--- src/hdl/rrsg_pkg.sv ---
`timescale 1ns / 1ps
// rrsg_pkg: shared constants, register codes and structs of the rounded rectangle span generator
// no dependencies; used by every other file of the block

package rrsg_pkg;

	localparam int SIZE_BITS   = 10;
	localparam int RADIUS_BITS = 7;
	localparam int COORD_W     = 16;
	localparam int COLOR_W     = 16;
	localparam int SQ_W        = 2 * RADIUS_BITS;
	localparam int RIDX_W      = (RADIUS_BITS > 1) ? $clog2(RADIUS_BITS) : 1;
	localparam int CFG_IDX_W   = 3;
	localparam int CFG_DATA_W  = 16;

	// halves each rgb565 channel after a right shift by one
	localparam logic [COLOR_W-1:0] DIM_MASK = 16'h7BEF;

	typedef enum logic [CFG_IDX_W-1:0] {
		REG_RECT_LEFT     = 3'd0,
		REG_RECT_TOP      = 3'd1,
		REG_RECT_WIDTH    = 3'd2,
		REG_RECT_HEIGHT   = 3'd3,
		REG_CORNER_RADIUS = 3'd4,
		REG_FILL_COLOR    = 3'd5,
		REG_PRESSED_LOOK  = 3'd6,
		REG_SHOWN         = 3'd7
	} cfg_reg_t;

	typedef struct packed {
		logic [COORD_W-1:0]     rect_left;
		logic [COORD_W-1:0]     rect_top;
		logic [SIZE_BITS-1:0]   rect_width;
		logic [SIZE_BITS-1:0]   rect_height;
		logic [RADIUS_BITS-1:0] corner_radius;
		logic [COLOR_W-1:0]     fill_color;
		logic                   pressed_look;
		logic                   shown;
	} cfg_t;

	// what one square root cell hands to the next
	typedef struct packed {
		logic                   valid;
		logic [SQ_W-1:0]        val;
		logic [RADIUS_BITS-1:0] root;
	} root_step_t;

endpackage

--- src/hdl/rrsg_ifs.sv ---
`timescale 1ns / 1ps
// rrsg channel interfaces: row requests in, span requests out, configuration writes
// depends on rrsg_pkg

interface rrsg_row_if;
	logic                             valid;
	logic                             ready;
	logic [rrsg_pkg::SIZE_BITS-1:0]   row;

	modport source (output valid, output row, input ready);
	modport sink (input valid, input row, output ready);
endinterface

interface rrsg_span_if;
	logic                                    valid;
	logic                                    ready;
	logic                                    span_valid;
	logic signed [rrsg_pkg::COORD_W-1:0]     span_x;
	logic signed [rrsg_pkg::COORD_W-1:0]     span_y;
	logic [rrsg_pkg::SIZE_BITS-1:0]          span_len;
	logic [rrsg_pkg::COLOR_W-1:0]            span_color;

	modport source (output valid, output span_valid, output span_x, output span_y,
		output span_len, output span_color, input ready);
	modport sink (input valid, input span_valid, input span_x, input span_y,
		input span_len, input span_color, output ready);
endinterface

interface rrsg_cfg_if;
	logic                              valid;
	logic                              ready;
	logic [rrsg_pkg::CFG_IDX_W-1:0]    index;
	logic [rrsg_pkg::CFG_DATA_W-1:0]   data;

	modport source (output valid, output index, output data, input ready);
	modport sink (input valid, input index, input data, output ready);
endinterface

--- src/hdl/rounded_rect_span_generator_core.sv ---
`timescale 1ns / 1ps
// rounded_rect_span_generator_core: top level, one fill span per row request
// depends on rrsg_pkg, rrsg_ifs, rrsg_cfg_regs and rrsg_cell

// One row request gives one span request. A row is taken only when the previous
// one has moved into the output register, so requests go one at a time: a row
// is held in the row register for the band logic, passes the chain of RADIUS_BITS
// root cells that each settle one bit of floor(sqrt(r*r - dist*dist)) per cycle,
// and then the finish stage that loads the output register. A finished span waits
// in the output register, so the next row may be taken while it is unclaimed; a
// span that cannot leave holds the finish stage and the row side until it does.
// Configuration is written through the cfg channel, which never stalls, and must
// only change while no row is in flight. Rows at or past the height, or any row
// while the rectangle is hidden, give span_valid low with all other fields zero.

module rounded_rect_span_generator_core (
	input  logic         clk,
	input  logic         arst_n,
	rrsg_row_if.sink     row_ch,
	rrsg_span_if.source  span_ch,
	rrsg_cfg_if.sink     cfg_ch
);
	import rrsg_pkg::*;

	cfg_t                   cfg;
	root_step_t             chain [RADIUS_BITS+1];

	// request bookkeeping
	logic                   accept;
	logic                   busy_q;
	logic                   start_s1;
	logic [SIZE_BITS-1:0]   row_q;
	logic                   live_q;
	logic                   band_q;

	// band detection from the held row
	logic [RADIUS_BITS-1:0] r;
	logic                   live;
	logic                   top_band;
	logic                   bot_band;
	logic [SIZE_BITS:0]     bot_sum;
	logic [SIZE_BITS:0]     bot_dist;
	logic [RADIUS_BITS-1:0] corner_dist;
	logic [SQ_W-1:0]        sq;

	// finish stage
	logic                   fin_valid_q;
	logic [RADIUS_BITS-1:0] fin_root_q;
	logic                   fin_move;
	logic [RADIUS_BITS-1:0] indent;
	logic [SIZE_BITS-1:0]   twice;
	logic [SIZE_BITS-1:0]   len;
	logic [COLOR_W-1:0]     color;

	// output register
	logic                   out_valid_q;
	logic                   span_valid_q;
	logic [COORD_W-1:0]     span_x_q;
	logic [COORD_W-1:0]     span_y_q;
	logic [SIZE_BITS-1:0]   span_len_q;
	logic [COLOR_W-1:0]     span_color_q;

	rrsg_cfg_regs u_cfg (
		.clk    (clk),
		.arst_n (arst_n),
		.cfg_ch (cfg_ch),
		.cfg    (cfg)
	);

	assign row_ch.ready = !busy_q;
	assign accept       = row_ch.valid && !busy_q;

	// head of the chain: which corner band the row falls in and how far from its edge
	assign r        = cfg.corner_radius;
	assign live     = cfg.shown && (row_q < cfg.rect_height);
	assign top_band = (r != '0) && (row_q < SIZE_BITS'(r));
	assign bot_sum  = {1'b0, row_q} + (SIZE_BITS+1)'(r);
	// bottom band only counts when the top band rule did not already claim the row
	assign bot_band = (r != '0) && !top_band && (bot_sum >= {1'b0, cfg.rect_height});
	assign bot_dist = bot_sum + (SIZE_BITS+1)'(1) - {1'b0, cfg.rect_height};
	assign corner_dist = top_band ? (r - row_q[RADIUS_BITS-1:0])
		: bot_dist[RADIUS_BITS-1:0];
	assign sq       = SQ_W'(r) * SQ_W'(r) - SQ_W'(corner_dist) * SQ_W'(corner_dist);

	assign chain[0] = '{valid: start_s1, val: sq, root: '0};

	// one cell per root bit, most significant bit first
	for (genvar i = 0; i < RADIUS_BITS; i++) begin : g_cell
		rrsg_cell u_cell (
			.clk       (clk),
			.arst_n    (arst_n),
			.bit_pos   (RIDX_W'(RADIUS_BITS - 1 - i)),
			.prev_step (chain[i]),
			.nxt_step  (chain[i+1])
		);
	end

	// finish: indent, clamped length, wrapped coordinates, color dimmed when pressed_look is set
	assign fin_move = fin_valid_q && (!out_valid_q || span_ch.ready);
	assign indent   = band_q ? (r - fin_root_q) : '0;
	assign twice    = SIZE_BITS'({indent, 1'b0});
	assign len      = (cfg.rect_width > twice) ? (cfg.rect_width - twice) : '0;
	assign color    = cfg.pressed_look ? ((cfg.fill_color >> 1) & DIM_MASK) : cfg.fill_color;

	always_ff @(posedge clk or negedge arst_n) begin
		if (!arst_n) begin
			busy_q      <= 1'b0;
			start_s1    <= 1'b0;
			fin_valid_q <= 1'b0;
			out_valid_q <= 1'b0;
		end else begin
			start_s1 <= accept;
			if (accept) begin
				busy_q <= 1'b1;
			end else if (fin_move) begin
				busy_q <= 1'b0;
			end
			if (chain[RADIUS_BITS].valid) begin
				fin_valid_q <= 1'b1;
			end else if (fin_move) begin
				fin_valid_q <= 1'b0;
			end
			if (fin_move) begin
				out_valid_q <= 1'b1;
			end else if (span_ch.ready) begin
				out_valid_q <= 1'b0;
			end
		end
	end

	always_ff @(posedge clk) begin
		if (accept) begin
			row_q <= row_ch.row;
		end
		if (start_s1) begin
			live_q <= live;
			band_q <= top_band || bot_band;
		end
		if (chain[RADIUS_BITS].valid) begin
			fin_root_q <= chain[RADIUS_BITS].root;
		end
		if (fin_move) begin
			span_valid_q <= live_q;
			span_x_q     <= live_q ? (cfg.rect_left + COORD_W'(indent)) : '0;
			span_y_q     <= live_q ? (cfg.rect_top + COORD_W'(row_q)) : '0;
			span_len_q   <= live_q ? len : '0;
			span_color_q <= live_q ? color : '0;
		end
	end

	assign span_ch.valid      = out_valid_q;
	assign span_ch.span_valid = span_valid_q;
	assign span_ch.span_x     = $signed(span_x_q);
	assign span_ch.span_y     = $signed(span_y_q);
	assign span_ch.span_len   = span_len_q;
	assign span_ch.span_color = span_color_q;

endmodule

--- src/hdl/rrsg_cfg_regs.sv ---
`timescale 1ns / 1ps
// rrsg_cfg_regs: configuration register file written over the cfg channel
// depends on rrsg_pkg and rrsg_ifs

module rrsg_cfg_regs (
	input  logic                 clk,
	input  logic                 arst_n,
	rrsg_cfg_if.sink             cfg_ch,
	output rrsg_pkg::cfg_t       cfg
);
	import rrsg_pkg::*;

	cfg_t cfg_q;

	assign cfg_ch.ready = 1'b1;
	assign cfg = cfg_q;

	always_ff @(posedge clk or negedge arst_n) begin
		if (!arst_n) begin
			cfg_q <= '{rect_left: '0, rect_top: '0, rect_width: '0, rect_height: '0,
				corner_radius: '0, fill_color: '0, pressed_look: 1'b0, shown: 1'b1};
		end else if (cfg_ch.valid) begin
			unique case (cfg_reg_t'(cfg_ch.index))
				REG_RECT_LEFT:     cfg_q.rect_left     <= cfg_ch.data[COORD_W-1:0];
				REG_RECT_TOP:      cfg_q.rect_top      <= cfg_ch.data[COORD_W-1:0];
				REG_RECT_WIDTH:    cfg_q.rect_width    <= cfg_ch.data[SIZE_BITS-1:0];
				REG_RECT_HEIGHT:   cfg_q.rect_height   <= cfg_ch.data[SIZE_BITS-1:0];
				REG_CORNER_RADIUS: cfg_q.corner_radius <= cfg_ch.data[RADIUS_BITS-1:0];
				REG_FILL_COLOR:    cfg_q.fill_color    <= cfg_ch.data[COLOR_W-1:0];
				REG_PRESSED_LOOK:  cfg_q.pressed_look  <= cfg_ch.data[0];
				REG_SHOWN:         cfg_q.shown         <= cfg_ch.data[0];
				default: ;
			endcase
		end
	end

endmodule

--- src/hdl/rrsg_cell.sv ---
`timescale 1ns / 1ps
// rrsg_cell: one bit of the integer square root, registered toward the next cell
// depends on rrsg_pkg

module rrsg_cell (
	input  logic                          clk,
	input  logic                          arst_n,
	input  logic [rrsg_pkg::RIDX_W-1:0]   bit_pos,
	input  rrsg_pkg::root_step_t          prev_step,
	output rrsg_pkg::root_step_t          nxt_step
);
	import rrsg_pkg::*;

	logic [RADIUS_BITS-1:0] trial;
	logic [SQ_W-1:0]        trial_sq;
	logic                   valid_q;
	logic [SQ_W-1:0]        val_q;
	logic [RADIUS_BITS-1:0] root_q;

	// try setting this bit, keep it if the square still fits
	assign trial    = prev_step.root | (RADIUS_BITS'(1) << bit_pos);
	assign trial_sq = SQ_W'(trial) * SQ_W'(trial);

	always_ff @(posedge clk or negedge arst_n) begin
		if (!arst_n) begin
			valid_q <= 1'b0;
		end else begin
			valid_q <= prev_step.valid;
		end
	end

	always_ff @(posedge clk) begin
		val_q  <= prev_step.val;
		root_q <= (trial_sq <= prev_step.val) ? trial : prev_step.root;
	end

	assign nxt_step = '{valid: valid_q, val: val_q, root: root_q};

endmodule

--- src/flat_wrapper.sv ---
// flat-port wrapper written by rule: the top's interface ports become plain ports
module rounded_rect_span_generator_core_flat import rrsg_pkg::*;
  (clk, arst_n, row_ch_valid, row_ch_row, row_ch_ready, span_ch_valid, span_ch_span_valid, span_ch_span_x, span_ch_span_y, span_ch_span_len, span_ch_span_color, span_ch_ready, cfg_ch_valid, cfg_ch_index, cfg_ch_data, cfg_ch_ready);
  rrsg_row_if row_ch_i ();
  rrsg_span_if span_ch_i ();
  rrsg_cfg_if cfg_ch_i ();
  input  logic clk;
  input  logic arst_n;
  input wire logic [$bits(row_ch_i.valid)-1:0] row_ch_valid;
  input wire logic [$bits(row_ch_i.row)-1:0] row_ch_row;
  output wire logic [$bits(row_ch_i.ready)-1:0] row_ch_ready;
  output wire logic [$bits(span_ch_i.valid)-1:0] span_ch_valid;
  output wire logic [$bits(span_ch_i.span_valid)-1:0] span_ch_span_valid;
  output wire logic [$bits(span_ch_i.span_x)-1:0] span_ch_span_x;
  output wire logic [$bits(span_ch_i.span_y)-1:0] span_ch_span_y;
  output wire logic [$bits(span_ch_i.span_len)-1:0] span_ch_span_len;
  output wire logic [$bits(span_ch_i.span_color)-1:0] span_ch_span_color;
  input wire logic [$bits(span_ch_i.ready)-1:0] span_ch_ready;
  input wire logic [$bits(cfg_ch_i.valid)-1:0] cfg_ch_valid;
  input wire logic [$bits(cfg_ch_i.index)-1:0] cfg_ch_index;
  input wire logic [$bits(cfg_ch_i.data)-1:0] cfg_ch_data;
  output wire logic [$bits(cfg_ch_i.ready)-1:0] cfg_ch_ready;
  assign row_ch_i.valid = row_ch_valid;
  assign row_ch_i.row = row_ch_row;
  assign row_ch_ready = row_ch_i.ready;
  assign span_ch_valid = span_ch_i.valid;
  assign span_ch_span_valid = span_ch_i.span_valid;
  assign span_ch_span_x = span_ch_i.span_x;
  assign span_ch_span_y = span_ch_i.span_y;
  assign span_ch_span_len = span_ch_i.span_len;
  assign span_ch_span_color = span_ch_i.span_color;
  assign span_ch_i.ready = span_ch_ready;
  assign cfg_ch_i.valid = cfg_ch_valid;
  assign cfg_ch_i.index = cfg_ch_index;
  assign cfg_ch_i.data = cfg_ch_data;
  assign cfg_ch_ready = cfg_ch_i.ready;
  rounded_rect_span_generator_core u_core (.clk(clk), .arst_n(arst_n), .row_ch(row_ch_i), .span_ch(span_ch_i), .cfg_ch(cfg_ch_i));
endmodule
--- config.mk ---
export PLATFORM = sky130hd
export DESIGN_NAME = rounded_rect_span_generator_core_flat
export DESIGN_NICKNAME = d
export VERILOG_FILES = /design/src/hdl/rrsg_pkg.sv /design/src/hdl/rrsg_ifs.sv /design/src/hdl/rounded_rect_span_generator_core.sv /design/src/hdl/rrsg_cfg_regs.sv /design/src/hdl/rrsg_cell.sv /design/src/flat_wrapper.sv
export SDC_FILE = /design/constraint.sdc
export NUM_CORES = 1
export LEC_CHECK = 0
export BUFFER_PORTS_ARGS = -buffer_cell sky130_fd_sc_hd__clkbuf_2
export CAP_MARGIN = 20
export CELL_PAD_IN_SITES_DETAIL_PLACEMENT = 2
export CELL_PAD_IN_SITES_GLOBAL_PLACEMENT = 2
export CORE_UTILIZATION = 28
export DETAILED_ROUTE_END_ITERATION = 7
export PLACE_DENSITY_LB_ADDON = 0.1
export SETUP_SLACK_MARGIN = 0.1
export SLEW_MARGIN = 40
export SYNTH_ARGS = -nofsm -noshare
export SYNTH_HDL_FRONTEND = slang
export SYNTH_HIERARCHICAL = 1
export SYNTH_SLANG_ARGS = --single-unit
--- constraint.sdc ---
create_clock -name clk -period 10.2 [get_ports clk]
set_input_delay 0 -clock clk [delete_from_list [all_inputs] [get_ports clk]]
set_output_delay 0 -clock clk [all_outputs]
set_load 0.01 [all_outputs]
==> reports/metrics.yaml <==
status: "complete, no violations"
crit_path_start_kind: "register"
cts_buffer_depth: 3
drive_above_1_share: 0.1226
floorplan.initialDensity: 0.2848
busiest_layer: "met2"
critical-path-max-stage-delay_ns: 0.69
cts_buffers: 40
use_met2: 0.3121
setup_viol_count_final: 0
required_ns: 10.66
seqCellArea_um2: 7211
grt.overflow.total: 0
first_iter_violations: 628
netlist_instances: 2852
cts_tree: "done"
syn_area_um2: 27220
rsz0062_at_grt: "no"
clock-sinks: 299
io_pins: 96
place.gp.congestion: 0.8195
dieArea_um2: 98450
drc_errors: 0
grtUsageTotal: 0.1754
chipWidth_um: 313.8
place_ws_ns: 0.2245
cp_max_fo: 7
routed_wl_mm: 85.30
row_count: 113
worstMarginPinSlew_ns: 0.8073
fmax_ghz: 0.1041
clk_pin_slew_ns: 0.07
diodes: 0
fill_cells: 10690
crit_top_cell: "fa_1"
place_hpwl_mm: 69.97
cp-end-kind: "register"
hold_viol_final: 0
ys_warn_count: 6
grt_antenna_before_repair: 2
drv_cap: 0
fin_tns_setup_ns: 0
post-route-period-util: 0.9420
grt_pass1_vias: 24280
clk_latency_ns: 0.59
core_um2: 95580
ant_nets: 0
avgSynthCellArea_um2: 9.543
root_buffer: "clkbuf_16"
numPortBuffers: 94
hp-class: "in2async"
drt_first_pass_iters: 5
dr_total_vias: 21220
worst_slack_ns: 0.5911
relSlewSlack: 0.4568
grt_pass1_wl_mm: 136.7
multiInputGateArea_um2: 18450
fin_cells: 4390
finalNetCount: 3671
die_height_um: 313.8
hold_slack_ns: 0.02119
area_growth_syn_to_layout_pct: 15.47
place_inst: 4274
grt_util_met1: 0.2250
vias_per_cell: 4.834
slowest_stage: "or4b_2"
layout_min_cycle_time_ns: 9.609
htreeDepth: 2
grt_max_degree: 71
skew_ns: 0.03963
arrival_ns: 10.07
final_max_slew_viol_count: 0
critPathKind: "reg2reg"
grt.met3_usage: 0.01880
wire_per_inst_um: 19.43
layer usage:
layer | vias to the layer above | wire length, um
met2 | 217 | 42410
met4 | 0 | 1890
met3 | 114 | 2012
met1 | 10700 | 38990
li1 | 10190 | -
met5 | - | 0
layout make-up:
| type | instances | share of cell area |
|---|---|---|
| timing repair buffer | 158 | 0.03325 |
| inverter | 439 | 0.05268 |
| clock buffer | 48 | 0.03408 |
| multi-input combinational | 2155 | 0.5871 |
| clock inverter | 26 | 0.01306 |
| sequential | 299 | 0.2295 |
| tap | 1265 | 0.05037 |
state kept, by name, indices dropped and copies added (netlist names), 7 cells and up:
register and cells:
u_core/row_q 10, u_core/fin_root_q 7, u_core/g_cell.u_cell/val_q 84, u_core/span_ch.span_y 16
u_core/span_ch.span_x 16, u_core/g_cell.u_cell/root_q 49, u_core/u_cfg/cfg 77, u_core/g_cell.u_cell/valid_q 7
u_core/span_ch.span_color 16, u_core/span_ch.span_len 10
critical path: cells and delay by family (launching register included):
kind	cells	cell delay, ns
multiplexers	1	0.14
AND/OR/NAND/NOR	8	1.96
adder cells (fa/ha/maj)	10	4.69
buffers and inverters	6	0.46
flip-flops	1	0.47
XOR/XNOR	2	0.47
AO/OA/AOI/OAI	8	1.29
timing repair:
action	4_1_cts	5_1_grt
buffers inserted	0	7
hold buffers	34	0
setup endpoints to repair	0	1
hold endpoints to repair	188	0
gates resized for setup	0	13
worst paths after layout:
path | from | endpoint | slack [ns] | cells past startpoint
worst max-delay path | u_core/row_q[1] | u_core/g_cell[0].u_cell/root_q[6] | 0.59 | 35
worst min-delay path | arst_n | u_core/u_cfg/cfg[57] | 0.02 | 3
worst max register to register | u_core/row_q[1] | u_core/g_cell[0].u_cell/root_q[6] | 0.59 | 35
worst min register to register | u_core/g_cell[3].u_cell/val_q[12] | u_core/g_cell[4].u_cell/val_q[12] | 0.34 | 0
max in group asynchronous | arst_n | u_core/u_cfg/cfg[19] | 9.54 | 3
min in group clk | row_ch_row[8] | u_core/row_q[8] | 0.14 | 2
layout by cell type (no fill, tap or decap), types with 85 or more instances in the layout:
master      n
inv_1     422
dfxtp_1   133
ha_1      390
conb_1     98
nand2_1   150
a21oi_1   190
fa_1      152
nor2_1    226
dfrtp_1    85
clkbuf_2   93
through the flow:
step | util | instance area, um2
final | 0.3288 | 31430
after global routing | 0.3288 | 31430
after CTS | 0.3274 | 31300
after detailed placement | 0.3084 | 29470
after global placement | 0.3083 | 29470
after floorplan | - | 27570
Power is left out: the tool's default activity adds up to more than one toggle a clock period on the data nets, which glitch-free logic cannot reach.
